<file path="src/hdl/mcpid_pkg.sv">
// Shared types, widths and helpers for the multi-channel PID controller.
// No dependencies; compiled first.
`default_nettype none

package mcpid_pkg;

   // Number of controllers; the channel field wraps modulo this count.
   localparam int CHANNELS = 4;
   localparam int CH_W     = (CHANNELS > 1) ? $clog2(CHANNELS) : 1;

   // Transaction field widths
   localparam int CHAN_FW  = 2;
   localparam int POS_W    = 16;
   localparam int LIM_W    = 7;
   localparam int GAIN_W   = 16;
   localparam int DUTY_W   = 8;

   // Datapath widths
   localparam int ERR_W    = POS_W + 1;            // target - position
   localparam int INT_W    = 48;                   // integrator, Q8
   localparam int MUL_B_W  = 33;                   // P fits in 33 bits signed
   localparam int PROD_W   = GAIN_W + MUL_B_W;     // 49
   localparam int SUM_W    = INT_W + 2;            // P + I + D + half
   localparam int FRAC_W   = 8;                    // Q8 fraction bits
   localparam int Q_W      = SUM_W - FRAC_W;

   localparam logic signed [INT_W-1:0] INT_MAX = {1'b0, {(INT_W-1){1'b1}}};
   localparam logic signed [INT_W-1:0] INT_MIN = {1'b1, {(INT_W-1){1'b0}}};
   localparam logic signed [SUM_W-1:0] HALF    = SUM_W'(1) <<< (FRAC_W - 1);

   typedef struct packed {
      logic signed [INT_W-1:0] integ;
      logic signed [POS_W-1:0] last_pos;
      logic signed [POS_W-1:0] last_tgt;
   } mem_entry_type;

   typedef struct packed {
      logic                rd_en;
      logic [CH_W-1:0]     rd_addr;
      logic                wr_en;
      logic [CH_W-1:0]     wr_addr;
      mem_entry_type       wr_data;
   } mem_req_type;

   typedef enum logic [2:0] {
      S_IDLE,
      S_LOAD,
      S_INTEG,
      S_DERIV,
      S_SUM,
      S_DONE
   } state_type;

   // Channel field folded into the controller range.
   function automatic logic [CH_W-1:0] chan_index(input logic [CHAN_FW-1:0] c);
      logic [CHAN_FW:0] v;
      v = {1'b0, c};
      for (int k = 0; k < (1 << CHAN_FW) - 1; k++) begin
         if (int'(v) >= CHANNELS) begin
            v = v - (CHAN_FW+1)'(CHANNELS);
         end
      end
      return CH_W'(v);
   endfunction

endpackage

`default_nettype wire

</file>
<file path="src/hdl/mcpid_mul.sv">
// Shared signed gain multiplier, 16 x 33 bits, product registered.
// Depends on mcpid_pkg.
`default_nettype none

module mcpid_mul
   import mcpid_pkg::*;
(
   input  logic                       clock,
   input  logic                       en,
   input  logic signed [GAIN_W-1:0]   op_a,
   input  logic signed [MUL_B_W-1:0]  op_b,
   output logic signed [PROD_W-1:0]   prod
);

   logic signed [PROD_W-1:0] prod_ff;
   logic signed [PROD_W-1:0] prod_in;

   assign prod_in = PROD_W'(op_a) * PROD_W'(op_b);

   always_ff @(posedge clock) begin
      if (en) begin
         prod_ff <= prod_in;
      end
   end

   assign prod = prod_ff;

endmodule

`default_nettype wire

</file>
<file path="config.mk">
export PLATFORM = sky130hd
export DESIGN_NAME = mcpid_mul
export DESIGN_NICKNAME = d
export VERILOG_FILES = /design/src/hdl/mcpid_pkg.sv /design/src/hdl/mcpid_mul.sv
export SDC_FILE = /design/constraint.sdc
export NUM_CORES = 1
export LEC_CHECK = 0
export ABC_CLOCK_PERIOD_IN_PS = 8500
export BUFFER_PORTS_ARGS = -buffer_cell sky130_fd_sc_hd__buf_2
export CORE_MARGIN = 4
export CORE_UTILIZATION = 25
export CTS_CLUSTER_DIAMETER = 100
export CTS_CLUSTER_SIZE = 10
export DETAILED_ROUTE_END_ITERATION = 12
export SYNTH_ARGS = -nofsm -noshare
export SYNTH_HDL_FRONTEND = slang
export SYNTH_SLANG_ARGS = --single-unit
</file>
<file path="constraint.sdc">
create_clock -name clock -period 8.5 [get_ports clock]
set_input_delay 2.55 -clock clock [delete_from_list [all_inputs] [get_ports clock]]
set_output_delay 2.55 -clock clock [all_outputs]
set_load 0.01 [all_outputs]
</file>
==> run summary <==
Worst setup path
- register — crit end category
- input port — kind of launch point of the worst setup path
- op_a[1] — crit path launch
- 8.61 ns — required time reported for the critical path endpoint
- 8.63 ns — critical path data arrival time
- 11 — Worst Path Max Fanout
- input port to register — start-to-end type of the worst setup path
- prod[45]$_DFFE_PP_ — Worst setup endpoint

Yosys
- 2115 — count of mapped cells out of synthesis
- inv_1 — count leader, synth
- 0 — warnings from Yosys
- 577 x inv_1, 500 x fa_1, 314 x nand2_1, 208 x and2_1, 116 x ha_1 — Post-synth top cells
- 50.96% — fraction of synthesized cell area taken by the top area cell type
- 49 — synthesized flop and latch total
- fa_1 — top cell type by total area after synthesis
- 49 — number of synthesized flops with an enable pin
- 0% — share of synthesized registers carrying an async set or reset
- 7.490% — sequential area share after synthesis
- 9.288 um^2 — average cell area after synthesis
- edfxtp_1 — most common flop cell mapped by yosys
- fa_1 51%, inv_1 11%, edfxtp_1 7.5%, ha_1 7.4%, and2_1 6.6% — largest cells by area after synthesis
- 58 — unique cell type count in the Yosys netlist
- 0.01964 mm^2 — combined area of all synthesized cells
- 2782 — number of nets in the synthesized netlist

Layout
- 20.85% — layout cell share with drive strength beyond 1
- 26.08% — P&R area growth vs syn
- 31.87% — core utilization of the finished layout
- 49 — number of flip-flops under the largest register name
- 3477 — Non-Filler Instances
- 8076 — number of fill cells
- 3102 — Final #Nets

Route
- 7 — Pre-antenna DRT Iters
- 0 — ANT nets after route
- 633 — number of DRC markers in iteration 0
- 15.04 um — Avg WL per Cell
- 4.190 — number of vias per cell
- 14570 — overall via count from detail_route
- 0 — Remaining DRCs
- 52300 um — wire length after detailed routing

Timing
- true — unrepaired setup endpoints after global routing
- -0.03643 ns — Total Neg Setup Slack
- 0.8001 ns — transition time at the pin with the least slew margin
- 8.518 ns — Final min period
- 46.66% — slew margin rel.
- -0.01812 ns — worst setup margin
- 0 — number of failing hold endpoints at the final stage
- 0 — number of pins exceeding their max-slew limit in the final report
- 3 — Setup violations, final
- 100.2% — final clock period utilization by the worst path
- 0.1174 GHz — Achievable Freq

Clocking
- built — TritonCTS clock tree
- clkbuf_16 — Root Buffer Master
- 5 — clock buffer count from CTS
- 0 — number of buffers inserted by hold repair at cts
- 49 — number of clock sinks seen by CTS
- 0.10 ns — clock-pin slew reported for the worst setup and hold paths after clock tree synthesis
- 2 — H-tree lvl count
- 2 — worst-case clock buffer depth

Global routing
- 6 — antenna violations before repair
- 83960 um — first-pass GRT wire length
- 15670 — number of global-route vias before repair
- 50 — largest net degree at the start of global routing
- 12.75% — all-layer global routing usage
- 0 — overflow left after global routing

Min path
- input port to register — Hold Crit Class

Die
- 288.3 um — floorplan die width
- 25.27% — initial standard-cell utilization of the core
- 100 — I/O Pins
- 0.08312 mm^2 — area of the die
- 288.3 um — height of the chip
- 102 — standard-cell rows
- 0.07772 mm^2 — Core Region

Outcome
- finished with violations — status
- setup timing — violated checks

Placed design
- 99 — port bufs
- 3434 — cell count after placement
- 44700 um — DP HPWL
- 0.8344 — placer's final routability congestion estimate

Flow run
- 0 — Maximum Capacitance Violations

-- routing by layer --
metal / vias up / share of wire (%) / wire length [um] / track usage, %
li1: 6723 / - / - / -
met5: - / 0.059 / 31 / 0
met3: 56 / 4.5 / 2361 / 2.028
met2: 295 / 52 / 26960 / 22.92
met4: 6 / 1.8 / 920 / 2.632
met1: 7488 / 42 / 22030 / 16.20
-- logic make-up after synthesis --
logic type	share of synthesized area, %
buffers and inverters	12.59
and+or+nand+nor	15.17
adders and majority gates	58.34
AOI/OAI and AO/OA	4.178
xor gates and xnor gates	2.229
DFF	7.490
-- cell usage in the layout (no fill, tap or decap), types with 11 or more instances in the layout --
master / Yosys / routed
nor2_1: 46 / 38
buf_12: 0 / 24
edfxtp_1: 49 / 49
nand2_1: 314 / 310
a21o_1: 14 / 14
clkbuf_16: 0 / 12
buf_4: 0 / 254
ha_4: 0 / 16
fa_2: 0 / 15
xor2_1: 13 / 13
a21oi_1: 45 / 35
and2_1: 208 / 203
buf_2: 0 / 67
xnor2_1: 37 / 37
buf_6: 0 / 26
fa_1: 500 / 485
nand2b_1: 11 / 11
ha_1: 116 / 100
inv_1: 577 / 568
-- critical path: stages --
cell and delay [ns]:
buf_16 0.13, buf_8 0.14, and2_4 0.14, fa_1 0.53
inv_1 0.05, fa_1 0.52, inv_1 0.06, fa_1 0.51
inv_1 0.06, fa_1 0.56, fa_1 0.43, fa_1 0.51
inv_2 0.05, ha_4 0.26, and2_4 0.14, nand4_1 0.12
or3_4 0.37, a211oi_4 0.31, nor3_4 0.10, o41ai_4 0.35
o31a_4 0.21, a22o_4 0.13, buf_6 0.09, buf_6 0.09
a21oi_4 0.05, xnor2_1 0.12
-- worst min path at each step --
stage / from / cells past startpoint / slack, ns / to
after floorplan: en / 0 / 2.66 / prod[0]$_DFFE_PP_
after global placement: prod[0]$_DFFE_PP_ / 1 / 2.96 / prod[0]
after detailed placement: prod[39]$_DFFE_PP_ / 1 / 2.96 / prod[39]
after CTS: op_a[1] / 3 / 2.70 / prod[1]$_DFFE_PP_
after global routing: op_a[1] / 3 / 2.69 / prod[1]$_DFFE_PP_
final: op_a[1] / 3 / 2.69 / prod[1]$_DFFE_PP_
-- metrics by stage --
step / instance area [um^2] / hold WS, ns / setup WS [ns]
finish: 24770 / 2.694 / -0.01812
global route: 24760 / 2.688 / -0.1782
CTS: 23900 / 2.696 / -0.04527
detailed placement: 23270 / 2.962 / -0.8941
global placement: 23270 / 2.961 / -0.8344
floorplan: 19660 / 2.663 / -0.002956
-- layout make-up --
type | count | area (um^2) | area share [%]
Antenna cell | 1 | 2.502 | 0.01010
Clock buffer | 5 | 125.1 | 0.5052
Clock inverter | 3 | 28.78 | 0.1162
Inverter | 578 | 2177 | 8.791
Multi-Input combinational cell | 1407 | 16240 | 65.58
Sequential cell | 49 | 1471 | 5.941
Tap cell | 1040 | 1301 | 5.254
Timing Repair Buffer | 394 | 3418 | 13.80
-- timing repair --
action | CTS | global route
endpoints found under the setup margin | 10 | 10
gates cloned | 1 | 7
pin swaps | 18 | 59
resized for setup | 96 | 139
buffers inserted | 5 | 22
endpoints found under the hold margin | 0 | 0
Power is left out: the tool's default activity adds up to more than one toggle a clock period on the data nets, which glitch-free logic cannot reach.
