## src/hdl/mcpid_pkg.sv

```systemverilog
// Shared types, widths and helpers for the multi-channel PID controller.
// No dependencies; compiled first.
`default_nettype none

package mcpid_pkg;

   // Number of controllers; the channel field wraps modulo this count.
   localparam int CHANNELS = 4;
   localparam int CH_W     = (CHANNELS > 1) ? $clog2(CHANNELS) : 1;

   // Transaction field widths
   localparam int CHAN_FW  = 2;
   localparam int POS_W    = 16;
   localparam int LIM_W    = 7;
   localparam int GAIN_W   = 16;
   localparam int DUTY_W   = 8;

   // Datapath widths
   localparam int ERR_W    = POS_W + 1;            // target - position
   localparam int INT_W    = 48;                   // integrator, Q8
   localparam int MUL_B_W  = 33;                   // P fits in 33 bits signed
   localparam int PROD_W   = GAIN_W + MUL_B_W;     // 49
   localparam int SUM_W    = INT_W + 2;            // P + I + D + half
   localparam int FRAC_W   = 8;                    // Q8 fraction bits
   localparam int Q_W      = SUM_W - FRAC_W;

   localparam logic signed [INT_W-1:0] INT_MAX = {1'b0, {(INT_W-1){1'b1}}};
   localparam logic signed [INT_W-1:0] INT_MIN = {1'b1, {(INT_W-1){1'b0}}};
   localparam logic signed [SUM_W-1:0] HALF    = SUM_W'(1) <<< (FRAC_W - 1);

   typedef struct packed {
      logic signed [INT_W-1:0] integ;
      logic signed [POS_W-1:0] last_pos;
      logic signed [POS_W-1:0] last_tgt;
   } mem_entry_type;

   typedef struct packed {
      logic                rd_en;
      logic [CH_W-1:0]     rd_addr;
      logic                wr_en;
      logic [CH_W-1:0]     wr_addr;
      mem_entry_type       wr_data;
   } mem_req_type;

   typedef enum logic [2:0] {
      S_IDLE,
      S_LOAD,
      S_INTEG,
      S_DERIV,
      S_SUM,
      S_DONE
   } state_type;

   // Channel field folded into the controller range.
   function automatic logic [CH_W-1:0] chan_index(input logic [CHAN_FW-1:0] c);
      logic [CHAN_FW:0] v;
      v = {1'b0, c};
      for (int k = 0; k < (1 << CHAN_FW) - 1; k++) begin
         if (int'(v) >= CHANNELS) begin
            v = v - (CHAN_FW+1)'(CHANNELS);
         end
      end
      return CH_W'(v);
   endfunction

endpackage

`default_nettype wire

```

## src/hdl/mcpid_state_mem.sv

```systemverilog
// Per-channel state store: integrator, last position, last target.
// Registered read; entries read as zero until first written.
// Depends on mcpid_pkg.
`default_nettype none

module mcpid_state_mem
   import mcpid_pkg::*;
(
   input  logic          clock,
   input  logic          reset,
   input  mem_req_type   mem_req,
   output mem_entry_type rd_data
);

   mem_entry_type       mem_ff [CHANNELS];
   mem_entry_type       rd_raw_ff;
   logic [CHANNELS-1:0] valid_ff;
   logic                rd_valid_ff;

   always_ff @(posedge clock) begin
      if (reset) begin
         valid_ff    <= '0;
         rd_valid_ff <= 1'b0;
      end else begin
         if (mem_req.wr_en) begin
            valid_ff[mem_req.wr_addr] <= 1'b1;
         end
         if (mem_req.rd_en) begin
            rd_valid_ff <= valid_ff[mem_req.rd_addr];
         end
      end
   end

   always_ff @(posedge clock) begin
      if (mem_req.wr_en) begin
         mem_ff[mem_req.wr_addr] <= mem_req.wr_data;
      end
      if (mem_req.rd_en) begin
         rd_raw_ff <= mem_ff[mem_req.rd_addr];
      end
   end

   assign rd_data = rd_valid_ff ? rd_raw_ff : '0;

endmodule

`default_nettype wire

```

## config.mk

```make
export PLATFORM = sky130hd
export DESIGN_NAME = mcpid_state_mem
export DESIGN_NICKNAME = d
export VERILOG_FILES = /design/src/hdl/mcpid_pkg.sv /design/src/hdl/mcpid_state_mem.sv
export SDC_FILE = /design/constraint.sdc
export NUM_CORES = 1
export LEC_CHECK = 0
export BUFFER_PORTS_ARGS = -buffer_cell sky130_fd_sc_hd__buf_4
export CORE_ASPECT_RATIO = 1.2
export CORE_UTILIZATION = 37
export CTS_BUF_LIST = sky130_fd_sc_hd__clkbuf_16
export CTS_CLUSTER_SIZE = 20
export DETAILED_ROUTE_END_ITERATION = 10
export PLACE_DENSITY = 0.55
export SLEW_MARGIN = 20
export SYNTH_ARGS = -nofsm -noshare
export SYNTH_HDL_FRONTEND = slang
export SYNTH_SLANG_ARGS = --single-unit
```

## constraint.sdc

```tcl
create_clock -name clock -period 7.4 [get_ports clock]
set_input_delay 0.37 -clock clock [delete_from_list [all_inputs] [get_ports clock]]
set_output_delay 0.37 -clock clock [all_outputs]
set_load 0.01 [all_outputs]
```

==> flow_results.xml, run 1 <==
<?xml version="1.0" encoding="UTF-8"?>
<metrics>
  <group name="clock_network">
    <metric name="clockBufferDepth" unit="">3</metric>
    <metric name="number_of_cts_inserted_buffers" unit="">40</metric>
    <metric name="clock-sinks" unit="">405</metric>
    <metric name="clkLatencyLatePin" unit="ns">0.52</metric>
    <metric name="post_cts.resized_instances" unit="">0</metric>
    <metric name="clk_root_buffer_cell" unit="">clkbuf_16</metric>
    <metric name="cts-htree-levels" unit="">2</metric>
    <metric name="cts_hold_buf" unit="">0</metric>
    <metric name="post_cts_buffers" unit="">0</metric>
    <metric name="clkSlewWorstSetupHoldPaths" unit="ns">0.06</metric>
    <metric name="cts_tree" unit="">done</metric>
  </group>
  <group name="synthesis">
    <metric name="mapped_area" unit="um^2">14800</metric>
    <metric name="synthMostInstantiatedCell" unit="">edfxtp_1</metric>
    <metric name="yosys_warnings" unit="">0</metric>
    <metric name="synthesis.instances" unit="">608</metric>
    <metric name="synth-main-ff-cell" unit="">edfxtp_1</metric>
    <metric name="synth.largest_area_cell" unit="">edfxtp_1</metric>
    <metric name="synth-edff-count" unit="">400</metric>
    <metric name="synthDistinctLibCells" unit="">21</metric>
    <metric name="ys_seq_area_share" unit="%">81.9</metric>
    <metric name="share_of_yosys_cell_area_claimed_by_the_top_area_cell_type" unit="%">81.2</metric>
    <metric name="ys_ff_latch" unit="">405</metric>
    <metric name="synth.cells.most_frequent" unit="">edfxtp_1 (400), and2_1 (80), mux4_2 (79), buf_2 (9)</metric>
    <metric name="yosys-top-cells-area" unit="">edfxtp_1 (81%), mux4_2 (12%), and2_1 (3.4%)</metric>
    <metric name="postSynth.asyncResetShare" unit="%">0</metric>
    <metric name="syn_area_per_cell" unit="um^2">24.3</metric>
    <metric name="synthesis.nets" unit="">696</metric>
  </group>
  <group name="run">
    <metric name="drv_cap" unit="">0</metric>
  </group>
  <group name="timing">
    <metric name="fmax_achieved" unit="MHz">404</metric>
    <metric name="fin_crit_share" unit="%">33.4</metric>
    <metric name="final_critical_path_setup_slack" unit="ns">4.93</metric>
    <metric name="slew_at_the_pin_with_the_worst_max_slew_slack" unit="ns">0.961</metric>
    <metric name="grt_setup_unrepaired" unit="">no</metric>
    <metric name="hold_viol" unit="">0</metric>
    <metric name="setup-violations-final" unit="">0</metric>
    <metric name="tns" unit="ns">0</metric>
    <metric name="final-max-slew-violation-count" unit="">0</metric>
    <metric name="maxSlewHeadroom" unit="%">35.9</metric>
    <metric name="clock_skew" unit="ns">0.0136</metric>
    <metric name="period_minus_slack" unit="ns">2.47</metric>
  </group>
  <group name="global_routing">
    <metric name="grt-ovfl-total" unit="">0</metric>
    <metric name="gr-usage-all-layers" unit="%">14.0</metric>
    <metric name="grt_pass1_wl" unit="um">42000</metric>
    <metric name="grt_antenna_before_repair" unit="">1</metric>
    <metric name="maximum_number_of_pins_on_one_net_before_global_route_repair" unit="">63</metric>
    <metric name="first_global_vias" unit="">6764</metric>
  </group>
  <group name="placed_design">
    <metric name="port_buffers" unit="">167</metric>
    <metric name="hpwl" unit="um">15900</metric>
    <metric name="pre_cts_ws" unit="ns">4.72</metric>
    <metric name="routabilityCongestion" unit="">0.693</metric>
  </group>
  <group name="final_layout">
    <metric name="area_delta_synth_final" unit="%">20.0</metric>
    <metric name="fill_cells" unit="">3267</metric>
    <metric name="post-route-util" unit="%">45.5</metric>
    <metric name="multi_input_comb_area" unit="um^2">2440</metric>
    <metric name="area_of_all_sequential_standard_cells" unit="um^2">12100</metric>
    <metric name="final_nets" unit="">888</metric>
    <metric name="layout-drive-gt1-share" unit="%">37.9</metric>
  </group>
  <group name="worst_setup_path">
    <metric name="cp.required" unit="ns">7.03</metric>
    <metric name="cp.arrival" unit="ns">2.10</metric>
    <metric name="setup.worst_path.end_class" unit="">primary output</metric>
    <metric name="criticalPathCategory" unit="">flip-flop to primary output</metric>
    <metric name="critPathMaxFanout" unit="">57</metric>
    <metric name="worst_setup_path_start_kind" unit="">flip-flop</metric>
  </group>
  <group name="floorplanning">
    <metric name="total_die_area" unit="um^2">40800</metric>
    <metric name="core-area" unit="um^2">39000</metric>
    <metric name="io_pins" unit="">168</metric>
    <metric name="placementRows" unit="">79</metric>
    <metric name="die_height" unit="um">221</metric>
    <metric name="initial_utilization" unit="%">37.9</metric>
    <metric name="die_width" unit="um">185</metric>
  </group>
  <group name="route">
    <metric name="firstDrtPassIters" unit="">5</metric>
    <metric name="routed-via-count" unit="">6433</metric>
    <metric name="wire_per_inst" unit="um">20.6</metric>
    <metric name="post-route-drc-count" unit="">0</metric>
    <metric name="via_per_inst" unit="">4.75</metric>
    <metric name="total_wirelength" unit="um">28000</metric>
    <metric name="drtAntennaViolNets" unit="">0</metric>
    <metric name="dr.first_iter.drc_count" unit="">441</metric>
  </group>
  <group name="hold_path">
    <metric name="min-delay-path-class" unit="">primary input to flip-flop</metric>
  </group>
  <group name="outcome">
    <metric name="result_of_the_run" unit="">finished clean</metric>
  </group>
  <group name="pwr">
    <metric name="power.density" unit="nW/um^2">270</metric>
    <metric name="leakagePower" unit="nW">6.07</metric>
    <metric name="vdd_drop_max" unit="mV">0.135</metric>
  </group>
</metrics>
[cells in the final DEF, fill, tap and decap left out]
cell	synthesis	layout
a21oi_1	1	1
nor2_1	1	1
diode_2	0	1
a31oi_1	1	1
nand3b_1	2	2
dfxtp_2	0	1
buf_4	0	175
inv_4	0	1
dfxtp_1	5	4
edfxtp_1	400	400
clkbuf_16	0	41
buf_6	1	1
clkinv_2	0	4
nor3b_2	0	1
mux2i_1	2	2
and2_1	80	80
or3b_2	2	2
and3_4	0	1
and3b_4	0	1
mux4_1	1	1
o21ba_2	2	2
clkinvlp_4	0	3
mux4_2	79	79
o221ai_1	1	1
clkinv_1	0	13
inv_1	2	8
bufinv_16	0	2
[where the power goes]
part	internal [mW]	total, mW	switching (mW)	leakage (nW)
Sequential	2.66	2.69	0.0288	3.76
Combinational	0.113	0.231	0.118	1.70
Clock	1.07	1.87	0.798	0.607
Total	3.85	4.79	0.945	6.07
[path summary, 6_finish.rpt]
check,startpoint,to,slack [ns],depth (start not counted)
hold reg to reg,valid_ff[1]$_SDFFE_PP0P_,valid_ff[1]$_SDFFE_PP0P_,0.45,2
hold / removal,mem_req[31],mem_ff[2][31]$_DFFE_PP_,0.05,1
setup reg to reg,rd_valid_ff$_SDFFE_PP0P_,rd_valid_ff$_SDFFE_PP0P_,6.21,2
setup / recovery,rd_valid_ff$_SDFFE_PP0P_,rd_data[23],4.93,3
[sequential cells by signal, indices dropped and copies added (netlist names)]
name	count
mem_ff	320
rd_raw_ff	80
rd_valid_ff	1
valid_ff	4
[critical path, stage by stage, from the launching register on]
cell and delay, ns:
dfxtp_2 0.55, buf_4 0.54, and2_1 0.31, buf_4 0.16
[area by class of cell]
type	count	share of cell area (%)
antenna	1	0.0141
clock buffer	41	5.78
clock inverter	29	1.00
inverter	2	0.0564
multi-input combinational	175	13.7
sequential	405	68.2
tap	526	3.71
timing repair buffer	176	7.46
[metal layers]
metal | vias up | routed length [um] | global-route usage (%) | share of wire (%)
li1 | 2885 | - | - | -
met4 | 2 | 461 | 3.55 | 1.6
met2 | 176 | 13600 | 22.3 | 48
met5 | - | 17 | 0 | 0.061
met1 | 3333 | 12100 | 19.5 | 43
met3 | 37 | 1790 | 3.36 | 6.4
[kinds of logic (layout without fill, tap and decap cells)]
family,after synthesis,count (layout),share of synthesized area (%)
other cells,0,1,0
compound gates,5,5,0.271
mux,82,82,12.3
buf+inv,28,248,1.72
simple gates,88,88,3.78
flops,405,405,81.9
[per-stage QoR]
stage,total power [mW],std cells,area [um^2],hold WS [ns]
after detailed placement,2.98,1284,16500,0.447
after CTS,4.85,1354,17700,0.0201
final,4.79,1355,17800,0.0463
after floorplan,2.87,608,14800,0.419
after global routing,4.96,1354,17700,0.0210
after global placement,2.97,1284,16500,0.440
Power figures use the tool's default switching activity.
==> inputs of run 2 (changes only) <==
Settings changed: ABC_AREA set to 1, PLACE_DENSITY 0.55 to 0.54.
Clock period 7.4 ns to 2.06 ns, I/O delays scaled along.
==> run 2 against run 1 <==
Critical path type unchanged; total power grew to 3.8 times the previous value; synthesized cell count is 73% higher; largest power group unchanged; sequential cell count stayed put; core utilization is 1.8 points higher; via count is 40% higher; final area is 12% higher; clock skew is 0.0071 ns lower; setup slack worse by 4.7 ns; critical path depth is 1 higher.
==> flow_results.xml, run 2 <==
<?xml version="1.0" encoding="UTF-8"?>
<metrics>
  <group name="synthesis">
    <metric name="postSynth.asyncResetShare" unit="%">0</metric>
    <metric name="synthMostInstantiatedCell" unit="">edfxtp_1</metric>
    <metric name="synth.largest_area_cell" unit="">edfxtp_1</metric>
    <metric name="synth.cells.most_frequent" unit="">edfxtp_1 (400), o21ai_0 (146), inv_1 (87), nand2_1 (85), nor2_1 (84)</metric>
    <metric name="mapped_area" unit="um^2">15900</metric>
    <metric name="share_of_yosys_cell_area_claimed_by_the_top_area_cell_type" unit="%">75.7</metric>
    <metric name="synth-edff-count" unit="">400</metric>
    <metric name="ys_ff_latch" unit="">405</metric>
    <metric name="yosys_warnings" unit="">0</metric>
    <metric name="ys_seq_area_share" unit="%">76.3</metric>
    <metric name="syn_area_per_cell" unit="um^2">15.1</metric>
    <metric name="yosys-top-cells-area" unit="">edfxtp_1 (76%), o22ai_2 (6.3%), o21ai_0 (4.6%)</metric>
    <metric name="synthesis.nets" unit="">1142</metric>
    <metric name="synthesis.instances" unit="">1054</metric>
    <metric name="synthDistinctLibCells" unit="">20</metric>
    <metric name="synth-main-ff-cell" unit="">edfxtp_1</metric>
  </group>
  <group name="final_layout">
    <metric name="final_common_cell" unit="">edfxtp_1</metric>
    <metric name="finalInstanceArea" unit="um^2">19900</metric>
    <metric name="most-common-layout-cells" unit="">edfxtp_1 (400), buf_4 (176), o21ai_0 (146)</metric>
    <metric name="layout_top_registers" unit="">mem_ff (320), rd_raw_ff (80), valid_ff (4)</metric>
    <metric name="largest_register" unit="">mem_ff</metric>
    <metric name="final_cells" unit="">1887</metric>
    <metric name="layout-drive-gt1-share" unit="%">30.5</metric>
    <metric name="area_delta_synth_final" unit="%">25.2</metric>
    <metric name="fill_cells" unit="">3762</metric>
    <metric name="final_nets" unit="">1398</metric>
    <metric name="flip_flop_count_of_the_largest_register_all_copies_and_words_added" unit="">320</metric>
    <metric name="post-route-util" unit="%">47.2</metric>
  </group>
  <group name="hold_path">
    <metric name="min-delay-path-class" unit="">primary input to flip-flop</metric>
    <metric name="hold_depth" unit="">3</metric>
    <metric name="hold_path_end" unit="">rd_raw_ff[40]$_DFFE_PP_</metric>
    <metric name="holdCritStartpoint" unit="">mem_req[84]</metric>
  </group>
  <group name="route">
    <metric name="dr.first_iter.drc_count" unit="">477</metric>
    <metric name="via_per_inst" unit="">4.77</metric>
    <metric name="firstDrtPassIters" unit="">4</metric>
    <metric name="post-route-drc-count" unit="">0</metric>
    <metric name="drtAntennaViolNets" unit="">0</metric>
    <metric name="routed-via-count" unit="">8996</metric>
    <metric name="wire_per_inst" unit="um">18.5</metric>
    <metric name="total_wirelength" unit="um">34900</metric>
  </group>
  <group name="placed_design">
    <metric name="hpwl" unit="um">19500</metric>
    <metric name="placed_cell_area" unit="um^2">17800</metric>
    <metric name="routabilityCongestion" unit="">0.714</metric>
    <metric name="pre_cts_ws" unit="ns">0.463</metric>
    <metric name="place_inst" unit="">1730</metric>
    <metric name="port_buffers" unit="">167</metric>
  </group>
  <group name="worst_setup_path">
    <metric name="worst_path_max_delay_cell" unit="">dfxtp_4</metric>
    <metric name="cp.required" unit="ns">1.96</metric>
    <metric name="setup.worst_path.end_class" unit="">primary output</metric>
    <metric name="max_stage_delay" unit="ns">0.63</metric>
    <metric name="endpoint_of_the_lowest_slack_register_to_register_path" unit="">rd_valid_ff$_SDFFE_PP0P_</metric>
    <metric name="reg2reg_setup_slack" unit="ns">1.07</metric>
    <metric name="cp.arrival" unit="ns">1.74</metric>
    <metric name="rr_worst_depth" unit="">2</metric>
    <metric name="timing.critical_path.cells" unit="">buf_12 -&gt; nand2_1 -&gt; inv_1 -&gt; buf_4</metric>
    <metric name="criticalPathCategory" unit="">flip-flop to primary output</metric>
    <metric name="worst_setup_path_start_kind" unit="">flip-flop</metric>
    <metric name="worstReg2RegStart" unit="">rd_valid_ff$_SDFFE_PP0P_</metric>
    <metric name="critPathMaxFanout" unit="">25</metric>
  </group>
  <group name="clock_network">
    <metric name="clockBufferDepth" unit="">3</metric>
    <metric name="clkSlewWorstSetupHoldPaths" unit="ns">0.06</metric>
    <metric name="clk_root_buffer_cell" unit="">clkbuf_16</metric>
    <metric name="post_cts.resized_instances" unit="">0</metric>
    <metric name="number_of_cts_inserted_buffers" unit="">42</metric>
    <metric name="cts_tree" unit="">done</metric>
    <metric name="clkLatencyLatePin" unit="ns">0.53</metric>
    <metric name="cts-htree-levels" unit="">2</metric>
    <metric name="clock-sinks" unit="">405</metric>
    <metric name="post_cts_buffers" unit="">0</metric>
    <metric name="cts_hold_buf" unit="">82</metric>
  </group>
  <group name="floorplanning">
    <metric name="io_pins" unit="">168</metric>
    <metric name="placementRows" unit="">82</metric>
    <metric name="total_die_area" unit="um^2">43700</metric>
    <metric name="core-area" unit="um^2">42100</metric>
    <metric name="die_height" unit="um">229</metric>
    <metric name="initial_utilization" unit="%">37.7</metric>
    <metric name="die_width" unit="um">191</metric>
  </group>
  <group name="global_routing">
    <metric name="grt_antenna_before_repair" unit="">1</metric>
    <metric name="maximum_number_of_pins_on_one_net_before_global_route_repair" unit="">82</metric>
    <metric name="gr-usage-all-layers" unit="%">16.2</metric>
    <metric name="grt_pass1_wl" unit="um">53400</metric>
    <metric name="first_global_vias" unit="">9499</metric>
    <metric name="grt-ovfl-total" unit="">0</metric>
  </group>
  <group name="timing">
    <metric name="tns" unit="ns">0</metric>
    <metric name="period_minus_slack" unit="ns">1.85</metric>
    <metric name="final_critical_path_setup_slack" unit="ns">0.215</metric>
    <metric name="hold_viol" unit="">0</metric>
    <metric name="final-max-slew-violation-count" unit="">0</metric>
    <metric name="maxSlewHeadroom" unit="%">61.4</metric>
    <metric name="fin_crit_share" unit="%">89.6</metric>
    <metric name="fmax_achieved" unit="MHz">542</metric>
    <metric name="setup-violations-final" unit="">0</metric>
    <metric name="clock_skew" unit="ns">0.00650</metric>
    <metric name="slew_at_the_pin_with_the_worst_max_slew_slack" unit="ns">0.579</metric>
    <metric name="grt_setup_unrepaired" unit="">no</metric>
  </group>
  <group name="pwr">
    <metric name="power_frac_comb" unit="%">7.8</metric>
    <metric name="power.share.switching" unit="%">21.4</metric>
    <metric name="internal_power" unit="mW">14.2</metric>
    <metric name="power.net_switching" unit="mW">3.86</metric>
    <metric name="power.density" unit="nW/um^2">909</metric>
    <metric name="pwr-share-seq" unit="%">53.7</metric>
    <metric name="leakagePower" unit="nW">7.55</metric>
    <metric name="clkPwrFrac" unit="%">38.5</metric>
    <metric name="vdd_drop_max" unit="mV">0.641</metric>
  </group>
  <group name="run">
    <metric name="drv_cap" unit="">0</metric>
  </group>
  <group name="outcome">
    <metric name="result_of_the_run" unit="">finished clean</metric>
  </group>
</metrics>
-- run 2: changes by cell type after synthesis, sizes merged, moves of 6 or more --
| cell | before | now |
|---|---|---|
| nor2 | 1 | 164 |
| o21ai | 0 | 161 |
| inv | 2 | 88 |
| nand2 | 0 | 85 |
| and2 | 80 | 0 |
| mux4 | 80 | 0 |
| o22ai | 0 | 80 |
| clkbuf | 8 | 38 |
| nand3 | 0 | 6 |
-- run 2: cells by family (layout without fill, tap and decap cells) --
logic type	count (synthesis)	after routing	share of synthesized area, %
AO/OA/AOI/OAI	244	244	11.5
flip-flops	405	405	76.3
AND/OR/NAND/NOR	255	255	7.34
buffers and inverters	150	436	4.82
other	0	1	0
-- run 2: through the flow --
step / hold WS, ns / total power, mW
4_1_cts: 0.116 / 18.3
6_report: 0.140 / 18.1
5_1_grt: 0.131 / 18.7
3_3_place_gp: 0.304 / 11.2
3_5_place_dp: 0.307 / 11.2
2_1_floorplan: 0.175 / 10.6
-- run 2: cell type report --
class	count	area (um^2)	area share (%)
inverters	89	362	1.82
well taps	546	683	3.44
diodes	1	2.50	0.0126
clock buffers	45	1130	5.67
repair buffers	273	2440	12.3
flip-flops and latches	405	12100	61.0
multi-input cells	499	2990	15.1
clock inverters	29	141	0.712
-- run 2: power groups by stage --
stage	logic (mW)	clock network [mW]	registers (mW)
floorplan	0.724	0	9.83
global placement	1.29	0	9.87
detailed placement	1.32	0	9.87
CTS	1.45	7.13	9.70
global route	1.55	7.42	9.74
finish	1.41	6.95	9.70
-- run 2: how the worst max path moves through the flow --
| stage | start | end | slack (ns) | cells after the start |
|---|---|---|---|---|
| 2_1_floorplan | mem_req[81] | mem_ff[0][0]$_DFFE_PP_ | 0.24 | 3 |
| 3_3_place_gp | mem_req[84] | rd_raw_ff[74]$_DFFE_PP_ | 0.46 | 5 |
| 3_5_place_dp | mem_req[84] | rd_raw_ff[78]$_DFFE_PP_ | 0.46 | 5 |
| 4_1_cts | rd_valid_ff$_SDFFE_PP0P_ | rd_data[44] | 0.17 | 4 |
| 5_1_grt | rd_valid_ff$_SDFFE_PP0P_ | rd_data[66] | 0.12 | 4 |
| 6_report | rd_valid_ff$_SDFFE_PP0P_ | rd_data[44] | 0.21 | 4 |
-- run 2: worst max-delay path: cells and delay by family, from the launching register on --
| kind | cells | cell delay (ns) |
|---|---|---|
| DFF | 1 | 0.63 |
| buffers and inverters | 3 | 0.44 |
| and+or+nand+nor | 1 | 0.14 |
-- run 2: routing by layer --
metal / wire, um / vias up / GRT usage (%)
met1: 14800 / 4483 / 19.6
met5: 0 / - / 0
li1: - / 4314 / -
met3: 1110 / 47 / 2.55
met2: 18400 / 152 / 29.0
met4: 678 / 0 / 5.00
